`src/rtl/spq_pkg.sv`:
```
// spq_pkg: shared types and constants for the sorted priority queue
// no dependencies
`timescale 1ns / 1ps

package spq_pkg;

  localparam int Capacity    = 64;
  localparam int PayloadBits = 16;
  localparam int AddrBits    = $clog2(Capacity);
  localparam int CountBits   = $clog2(Capacity + 1);

  typedef enum logic [1:0] {
    REQ_INSERT = 2'd0,
    REQ_DELETE = 2'd1,
    REQ_SEARCH = 2'd2,
    REQ_POP    = 2'd3
  } req_t;

  typedef enum logic [1:0] {
    ST_OK       = 2'd0,
    ST_NOTFOUND = 2'd1,
    ST_FULL     = 2'd2
  } status_t;

  typedef enum logic [2:0] {
    S_IDLE,
    S_SCAN,
    S_SHIFT_UP,
    S_SHIFT_DOWN,
    S_DONE
  } fsm_t;

  typedef struct packed {
    logic [31:0]            key;
    logic [PayloadBits-1:0] payload;
  } entry_t;

endpackage

```
`src/rtl/spq_ram.sv`:
```
// spq_ram: single write port, single read port entry memory, registered read data
// depends on spq_pkg
`timescale 1ns / 1ps

module spq_ram (
  input  logic                    clk,
  input  logic                    we,
  input  logic [spq_pkg::AddrBits-1:0] waddr,
  input  spq_pkg::entry_t         wdata,
  input  logic [spq_pkg::AddrBits-1:0] raddr,
  output spq_pkg::entry_t         rdata
);
  import spq_pkg::*;

  entry_t mem [Capacity];

  always_ff @(posedge clk) begin
    if (we) begin
      mem[waddr] <= wdata;
    end
    rdata <= mem[raddr];
  end

endmodule

```
`src/rtl/sorted_priority_queue_unit.sv`:
```
// sorted_priority_queue_unit: top level of the key-ordered queue
// depends on spq_pkg and spq_ram
`timescale 1ns / 1ps

// sequence: a refused insert or a pop on empty goes straight from idle to the result; otherwise a scan
//   reads the entries in order, then for insert, delete or pop a shift moves the tail by one slot
// throughput: one transaction at a time, set by the sequential walk of the entry memory
// busy is high from accept until the result strobe
// reset: synchronous active-low rst_n empties the queue, memory contents are kept
// the receiver cannot stall: out_valid is a single-cycle strobe

module sorted_priority_queue_unit (
  input  logic        clk,
  input  logic        rst_n,
  input  logic        start,
  output logic        busy,
  input  logic [1:0]  in_req_type,
  input  logic [31:0] in_key,
  input  logic [15:0] in_payload_in,
  output logic        out_valid,
  output logic [1:0]  out_status,
  output logic [31:0] out_key_out,
  output logic [15:0] out_payload_out,
  output logic [6:0]  out_entry_count
);
  import spq_pkg::*;

  fsm_t state_r, state_nxt;
  req_t req_r;
  logic [31:0] key_r;
  logic [PayloadBits-1:0] pl_r;
  logic [CountBits-1:0] count_r, count_nxt;
  // scan / shift index; rd_pend_r marks that rdata holds the entry just read (idx_r, or idx_r-1 in shift up)
  logic [CountBits-1:0] idx_r, idx_nxt;
  logic rd_pend_r, rd_pend_nxt;
  logic [1:0] st_r, st_nxt;
  logic [31:0] ko_r, ko_nxt;
  logic [PayloadBits-1:0] po_r, po_nxt;
  logic [CountBits-1:0] slot_r, slot_nxt;

  logic we;
  logic [AddrBits-1:0] waddr, raddr;
  entry_t wdata, rdata;

  spq_ram u_ram (
    .clk(clk), .we(we), .waddr(waddr), .wdata(wdata), .raddr(raddr), .rdata(rdata)
  );

  always_ff @(posedge clk) begin
    if (!rst_n) begin
      state_r   <= S_IDLE;
      count_r   <= '0;
      rd_pend_r <= 1'b0;
    end else begin
      state_r   <= state_nxt;
      count_r   <= count_nxt;
      rd_pend_r <= rd_pend_nxt;
    end
    idx_r  <= idx_nxt;
    st_r   <= st_nxt;
    ko_r   <= ko_nxt;
    po_r   <= po_nxt;
    slot_r <= slot_nxt;
    if (state_r == S_IDLE && start) begin
      req_r <= req_t'(in_req_type);
      key_r <= in_key;
      pl_r  <= in_payload_in[PayloadBits-1:0];
    end
  end

  always_comb begin
    state_nxt   = state_r;
    count_nxt   = count_r;
    idx_nxt     = idx_r;
    rd_pend_nxt = 1'b0;
    st_nxt      = st_r;
    ko_nxt      = ko_r;
    po_nxt      = po_r;
    slot_nxt    = slot_r;
    we          = 1'b0;
    waddr       = idx_r[AddrBits-1:0];
    wdata       = rdata;
    raddr       = idx_r[AddrBits-1:0];
    unique case (state_r)
      S_IDLE: begin
        if (start) begin
          st_nxt  = ST_OK;
          ko_nxt  = '0;
          po_nxt  = '0;
          idx_nxt = '0;
          if (req_t'(in_req_type) == REQ_INSERT && count_r == CountBits'(Capacity)) begin
            st_nxt    = ST_FULL;
            state_nxt = S_DONE;
          end else if (req_t'(in_req_type) == REQ_POP && count_r == '0) begin
            st_nxt    = ST_NOTFOUND;
            state_nxt = S_DONE;
          end else begin
            state_nxt = S_SCAN;
          end
        end
      end
      S_SCAN: begin
        // issue read of idx_r, examine on next cycle
        if (!rd_pend_r) begin
          if (idx_r == count_r) begin
            // ran off the end
            if (req_r == REQ_INSERT) begin
              we        = 1'b1;
              wdata     = '{key: key_r, payload: pl_r};
              count_nxt = count_r + 1'b1;
              state_nxt = S_DONE;
            end else begin
              st_nxt    = ST_NOTFOUND;
              state_nxt = S_DONE;
            end
          end else begin
            rd_pend_nxt = 1'b1;
          end
        end else if (req_r == REQ_POP || rdata.key >= key_r) begin
          slot_nxt = idx_r;
          if (req_r == REQ_INSERT) begin
            // shift tail up starting from last entry
            idx_nxt   = count_r;
            state_nxt = S_SHIFT_UP;
          end else if (req_r != REQ_POP && rdata.key != key_r) begin
            st_nxt    = ST_NOTFOUND;
            state_nxt = S_DONE;
          end else begin
            ko_nxt = rdata.key;
            po_nxt = rdata.payload;
            if (req_r == REQ_SEARCH) begin
              state_nxt = S_DONE;
            end else begin
              idx_nxt   = idx_r + 1'b1;
              state_nxt = S_SHIFT_DOWN;
            end
          end
        end else begin
          idx_nxt = idx_r + 1'b1;
        end
      end
      S_SHIFT_UP: begin
        // idx_r is destination; copy idx_r-1 into it
        if (idx_r == slot_r) begin
          we        = 1'b1;
          wdata     = '{key: key_r, payload: pl_r};
          count_nxt = count_r + 1'b1;
          state_nxt = S_DONE;
        end else if (!rd_pend_r) begin
          raddr       = AddrBits'(idx_r - 1'b1);
          rd_pend_nxt = 1'b1;
        end else begin
          we      = 1'b1;
          idx_nxt = idx_r - 1'b1;
        end
      end
      S_SHIFT_DOWN: begin
        // idx_r is source; copy into idx_r-1
        if (idx_r == count_r) begin
          count_nxt = count_r - 1'b1;
          state_nxt = S_DONE;
        end else if (!rd_pend_r) begin
          rd_pend_nxt = 1'b1;
        end else begin
          we      = 1'b1;
          waddr   = AddrBits'(idx_r - 1'b1);
          idx_nxt = idx_r + 1'b1;
        end
      end
      S_DONE: begin
        state_nxt = S_IDLE;
      end
      default: state_nxt = S_IDLE;
    endcase
  end

  assign busy            = (state_r != S_IDLE);
  assign out_valid       = (state_r == S_DONE);
  assign out_status      = st_r;
  assign out_key_out     = ko_r;
  assign out_payload_out = 16'(po_r);
  assign out_entry_count = 7'(count_r);

  // count never exceeds capacity
  a_count_cap: assert property (@(posedge clk) disable iff (!rst_n)
    count_r <= CountBits'(Capacity)) else $error("count over capacity");
  // a refused insert leaves count unchanged
  a_full_hold: assert property (@(posedge clk) disable iff (!rst_n)
    out_valid && st_r == ST_FULL |-> $stable(count_r)) else $error("full insert changed count");
  // failed results (not found or full) carry zero key
  a_nf_zero: assert property (@(posedge clk) disable iff (!rst_n)
    out_valid && st_r != ST_OK |-> ko_r == '0) else $error("nonzero key on failure");
  // a result is followed by idle
  a_done_idle: assert property (@(posedge clk) disable iff (!rst_n)
    out_valid |=> !busy) else $error("busy after result");

endmodule

```
`config.mk`:
```
export PLATFORM = sky130hd
export DESIGN_NAME = sorted_priority_queue_unit
export DESIGN_NICKNAME = d
export VERILOG_FILES = /design/src/rtl/spq_pkg.sv /design/src/rtl/spq_ram.sv /design/src/rtl/sorted_priority_queue_unit.sv
export SDC_FILE = /design/constraint.sdc
export NUM_CORES = 2
export LEC_CHECK = 0
export BUFFER_PORTS_ARGS = -buffer_cell sky130_fd_sc_hd__buf_2
export CORE_ASPECT_RATIO = 1.2
export CORE_MARGIN = 2
export CORE_UTILIZATION = 69
export DETAILED_ROUTE_END_ITERATION = 8
export PLACE_DENSITY_LB_ADDON = 0.25
export REMOVE_ABC_BUFFERS = 1
export SYNTH_ARGS = -nofsm -noshare
export SYNTH_HDL_FRONTEND = slang
export SYNTH_SLANG_ARGS = --single-unit
```
`constraint.sdc`:
```
create_clock -name clk -period 12.25 [get_ports clk]
set_input_delay 1.225 -clock clk [delete_from_list [all_inputs] [get_ports clk]]
set_output_delay 1.225 -clock clk [all_outputs]
set_load 0.01 [all_outputs]
```
# After elaboration in Yosys (flattened, before gate mapping)
# Memory sizes are Yosys's and may differ from the RTL's. A register that Yosys moved wholly into a read port is not among the register bits.
# Index checks and enable logic that the tools add are counted.
dict set report word_totals {
  mem_bits_ro 0
  ram_bits 3072
  register_bits 125
  elab_cells 143
  input_bits 53
  mem_count 1
  latchBits 0
}
dict set report op_classes {
  eq_ne 31
  div_mod_pow 0
  add_sub_neg 4
  n_lt_le_gt_ge 1
  bitwise_logic 0
  muxes 76
  shifts 0
  n_reduce_logical 19
  n_mul 0
}
# memory depth width read_ports rd_clocked_by_memory_dff wr line
set memory_table {}
lappend memory_table {u_ram.mem 64 48 1 1 1 spq_ram.sv:15} ;# entry_t mem [Capacity];
# operator n
set op_table {}
lappend op_table {{$mux W48} 4}
lappend op_table {{$mux W32} 5}
lappend op_table {{$mux W7} 15}
lappend op_table {{$pmux W48 S2} 1}
lappend op_table {{$mux W16} 5}
lappend op_table {{$pmux W32 S2} 1}
lappend op_table {{$mux W6} 6}
lappend op_table {{$ge A32 B32 Y1} 1}
lappend op_table {{$ne A32 B32 Y1} 1}
lappend op_table {{$pmux W16 S2} 1}
lappend op_table {{$mux W3} 10}
lappend op_table {{$ne A2 B2 Y1 const B} 15}
lappend op_table {{$pmux W7 S4} 1}
lappend op_table {{$pmux W7 S3} 1}
lappend op_table {{$reduce_and A6 Y1} 3}
lappend op_table {{$mux W2} 8}
lappend op_table {{$add A7 B1 Y7 const B} 2}
lappend op_table {{$eq A7 B7 Y1} 2}
lappend op_table {{$mux W1} 14}
lappend op_table {{$sub A7 B1 Y7 const B} 2}
lappend op_table {{$pmux W3 S4} 1}
lappend op_table {{$ne A3 B3 Y1 const B} 3}
lappend op_table {{$reduce_and A9 Y1} 1}
lappend op_table {{$ne A4 B4 Y1 const B} 2}
lappend op_table {{other kinds (16)} 26}

# Logic depth before layout (Yosys ltp)
dict set report logic_depth {
  ltp_word 7
  depth_mapped 19
  depth_no_buf 12
}

# Hierarchy
# From an unflattened synthesis, not the netlist that was laid out.
dict set report hier_totals {
  hier_cells 5896
  hier_area_um2 124699.6
}
# mod n_inst cells_per_inst area_each_um2
set modules_own_cells {}
lappend modules_own_cells {spq_ram 1 5220 117850.5}
lappend modules_own_cells {sorted_priority_queue_unit 1 676 6849.1}

# Worst setup path after synthesis
# OpenSTA, ideal clock, no wires.
dict set report synth_timing {
  path_kind {register to register}
  start {register idx_r[0]}
  end {memory u_ram.mem[13][0] in the netlist's numbering (enable)}
  arrival_ns 6.135
  path_slack_ns 5.661
  period_less_slack_ns 6.589
  path_stages_with_launch 18
  path_buffers 12
  required_time_ns 11.796
  cell_sequence {edfxtp_1 buf_6 inv_2 clkbuf_1 clkbuf_1 clkbuf_1 clkbuf_1 ha_1 buf_2 buf_2 buf_2 buf_2 buf_2 clkbuf_1 a2bb2oi_1 or2_2 clkbuf_1 nor2_1}
}
dict set report synth_via {
  elab_chain_cells 6
}
# item line
set synth_rtl {}
lappend synth_rtl {{start: declaration} sorted_priority_queue_unit.sv:34} ;# logic [CountBits-1:0] idx_r, idx_nxt;
lappend synth_rtl {{start signal: assignment} sorted_priority_queue_unit.sv:59} ;# idx_r <= idx_nxt;
lappend synth_rtl {{$eq A7 B7 Y1} {sorted_priority_queue_unit.sv:105, sorted_priority_queue_unit.sv:159}}
lappend synth_rtl {{$mux W1} sorted_priority_queue_unit.sv:105} ;# if (idx_r == count_r) begin
lappend synth_rtl {{$mux W1} sorted_priority_queue_unit.sv:104} ;# if (!rd_pend_r) begin
lappend synth_rtl {{$pmux W1 S3} sorted_priority_queue_unit.sv:84} ;# unique case (state_r)
lappend synth_rtl {{$mux W1} spq_ram.sv:18} ;# if (we) begin
lappend synth_rtl {{$mux W1 (implied by the code)} spq_ram.sv:19} ;# mem[waddr] <= wdata;
lappend synth_rtl {{end: declaration} spq_ram.sv:15}
# Several ways; a longest one is shown, not always the timed one.

# Final worst setup path
dict set report layout_timing {
  start {register idx_r[0]}
  end {register, netlist name u_ram.rdata[41]}
}
dict set report layout_via {
  elab_chain_cells 4
}
# item line
set layout_rtl {}
lappend layout_rtl {{$sub A7 B1 Y7} sorted_priority_queue_unit.sv:150} ;# raddr = AddrBits'(idx_r - 1'b1);
lappend layout_rtl {{$mux W6} sorted_priority_queue_unit.sv:149} ;# end else if (!rd_pend_r) begin
lappend layout_rtl {{$mux W6} sorted_priority_queue_unit.sv:144} ;# if (idx_r == slot_r) begin
lappend layout_rtl {{$mux W6 *} sorted_priority_queue_unit.sv:84}
# Mark *: on every way between the ends. The rest lies on a longest branch, timed or not.
# A chain may end at the register's enable or synchronous reset.

==> run metrics <==
status=finished, violations left; failing checks=max-slew violations; xor/xnor share of the synthesized area=0.202%; Core ar.=225000 um2; CP Data Arrival Time=8.12 ns; clk buf depth=4; register area share after synthesis=62.1%; CTS root buf=clkbuf_16; synthesis-to-layout area growth=8.99%; Worst-Margin Slew=1.53 ns; FF+latch area=96900 um2; EDFF count, synth=3186; Peak VDD IR=0.222 mV; Hold Crit Class=in2reg; Cell Pwr Density=169 nW/um2; worst path cell trace=buf_4 -> xor2_1 -> or3_1 -> o21ai_4 -> buf_4 -> buf_4 -> buf_4 -> buf_4 -> mux4_2 -> o22ai_1 -> a222oi_1 -> nand4_1; Critical Path Most Common Cell=buf_4; dominant synthesized flop cell=edfxtp_1; critical path class=reg2reg; fraction of synthesized cell area taken by the top area cell type=61.3%; dpl hpwl=254000 um; area share of and/or/nand/nor cells after synthesis=3.22%; CP peak stage delay=1.02 ns; unrepaired setup endpoints after global routing=no; Hold Crit Depth=1; Levels on crit path=12; adder and majority cell fraction of the synthesized area=0.326%; TritonCTS Buffers=317; antenna-violating nets left=0; post-synthesis register bit count=3245; num rows=191; DR WL/cell=34.9 um; Post-Syn Area=156000 um2; fill count=12700; grt ovf=0; synthesized area per cell=15.8 um2; largest cells by area after synthesis=edfxtp_1 (61%), mux2i_1 (17%), mux4_2 (8.0%), a211oi_1 (1.8%), o22ai_1 (1.3%); FMAX=132 MHz; logic gate share of total power=18.7%; Crit Path Max Fanout=55; CTS Hold Bufs=0; count of cell types in the netlist=91; clk slew on worst S/H paths=0.06 ns; DIE WIDTH=438 um; initial antenna violation count=30; Placed Instance Area=160000 um2; critical path buffer and inverter count=5; largest area contributor in the netlist=edfxtp_1; Layout Skew=0.0534 ns; max-slew violations=1; routed vias=99400; RD Place Congestion=0.912; Slowest-stage cell, CP=a222oi_1; clock share of power=33.4%; main combinational cell family by area after synthesis=multiplexers; total I/O pin count=112; global-route wire length before repair=652000 um; vias per inst=7.61; worst r2r path cells=12; TritonCTS clock tree=done; Sequential Power Share=47.9%; layout cells sized above 1=15.9%; cell family with most CP delay=buffers and inverters; H-tree lvl count=5; vias in the first global route=99600; drt drc=0; clk_lat worst skew=0.90 ns; min Tclk post-route=7.57 ns; post-synthesis mux area share=25.2%; global router's overall resource usage=38.9%; Multi-input gate area=56400 um2; commonest cells in the netlist=edfxtp_1 (3186), mux2i_1 (2581), mux4_2 (556), clkbuf_1 (447), a211oi_1 (384); normalized max-slew margin=-2.05%; count of input and output buffers=111; initial core utilization=69.3%; compound-gate portion of the synthesized area=6.45%; Hold Vio Cnt, Final=0; final setup fails=0; pin count of the biggest net entering global routing=152; post-CTS sizing=0; leakage=59.8 nW; max-cap violations=0; ys async rst share=0%; post-route cell area=170000 um2; Die H=525 um; Routed WL=455000 um; Sw Ratio=27.9%; total negative slack=0 ns; Final Cycle Share=61.8%; DR pass1 iterations=9; CP startpoint kind=register; P_sw=8.00 mW; critical path required time=12.81 ns; Warnings, synthesis=0; Pint=20.7 mW; crit end category=register; Setup Fix Bufs, Post-CTS=0; clock sink total=3245; die area=230000 um2; Gate Count Post-Synth=9892; count leader, synth=edfxtp_1; nets=9906; DR iter-0 viols=15000
[state kept, by name (all words and copies together) (netlist names)]
| signal | flops |
|---|---|
| idx_r | 7 |
| key_r | 32 |
| out_entry_count | 7 |
| out_key_out | 32 |
| out_payload_out | 16 |
| out_status | 2 |
| pl_r | 16 |
| rd_pend_r | 1 |
| req_r | 2 |
| slot_r | 7 |
| state_r | 3 |
| u_ram.mem | 3072 |
| u_ram.rdata | 48 |
[logic make-up after synthesis]
family / count (synthesis)
flip-flops: 3245
multiplexers: 3211
AO/OA/AOI/OAI: 1538
AND/OR/NAND/NOR: 997
buffers and inverters: 825
adder cells (fa/ha/maj): 40
XOR/XNOR: 36
[metal layers]
metal	wire, um	vias up	part of all wire [%]	track usage [%]
met5	520	-	0.11	0.587
met4	30900	18	6.8	22.7
met1	153000	50000	34	49.9
li1	-	39900	-	-
met2	210000	7699	46	60.4
met3	61300	1774	13	10.3
[final timing paths]
| check | from | end | slack, ns |
|---|---|---|---|
| max | idx_r[0] | u_ram.rdata[41] | 4.68 |
| min | in_payload_in[4] | pl_r[4] | 0.52 |
| max reg2reg | idx_r[0] | u_ram.rdata[41] | 4.68 |
| min reg2reg | idx_r[6] | slot_r[6] | 0.63 |
[per-stage QoR]
step | worst slack [ns] | power (mW) | util (%) | instances | hold WS [ns]
3_5_place_dp | 4.95 | 19.1 | 71.1 | 12500 | 0.616
4_1_cts | 4.95 | 28.5 | 75.5 | 13000 | 0.489
5_1_grt | 4.41 | 29.3 | 75.5 | 13100 | 0.514
3_3_place_gp | 5.08 | 18.8 | 71.1 | 12500 | 0.601
2_1_floorplan | -100.85 | 23.3 | - | 9114 | 0.537
6_report | 4.68 | 28.7 | 75.5 | 13100 | 0.522
[cell type report]
| cell class | instances | share of cell area [%] |
|---|---|---|
| Inverter | 47 | 0.108 |
| Antenna cell | 12 | 0.0177 |
| Tap cell | 2991 | 2.20 |
| Timing Repair Buffer | 380 | 1.65 |
| Multi-Input combinational cell | 5822 | 33.2 |
| Clock buffer | 416 | 5.07 |
| Clock inverter | 146 | 0.815 |
| Sequential cell | 3245 | 57.0 |
[cells in the final DEF (no fill, tap or decap), types with 22 or more instances in the layout]
| cell type | n |
|---|---|
| o21ai_4 | 49 |
| inv_1 | 43 |
| nand2_1 | 247 |
| mux4_2 | 556 |
| nor2b_1 | 270 |
| a211oi_1 | 383 |
| clkinv_1 | 53 |
| clkbuf_16 | 324 |
| nor2_4 | 67 |
| a221oi_1 | 24 |
| nand4_1 | 28 |
| dfxtp_1 | 59 |
| ha_1 | 38 |
| bufinv_16 | 24 |
| mux2_2 | 70 |
| buf_4 | 250 |
| buf_2 | 111 |
| o21ai_0 | 101 |
| a22oi_1 | 60 |
| o22ai_1 | 315 |
| and3_1 | 66 |
| nor2_1 | 143 |
| clkbuf_1 | 76 |
| mux2i_1 | 2581 |
| nor3_1 | 82 |
| a21oi_1 | 379 |
| nand3_1 | 25 |
| clkinv_2 | 49 |
| xnor2_1 | 22 |
| edfxtp_1 | 3186 |
| o211ai_1 | 46 |
[power groups by stage]
stage | Clock (mW) | Combinational, mW | Sequential (mW)
2_1_floorplan | 0 | 9.14 | 14.2
3_3_place_gp | 0 | 4.93 | 13.9
3_5_place_dp | 0 | 5.16 | 13.9
4_1_cts | 9.60 | 5.20 | 13.7
5_1_grt | 10.0 | 5.55 | 13.7
6_report | 9.59 | 5.37 | 13.7
Note: power is estimated with default switching activity, not from simulation.
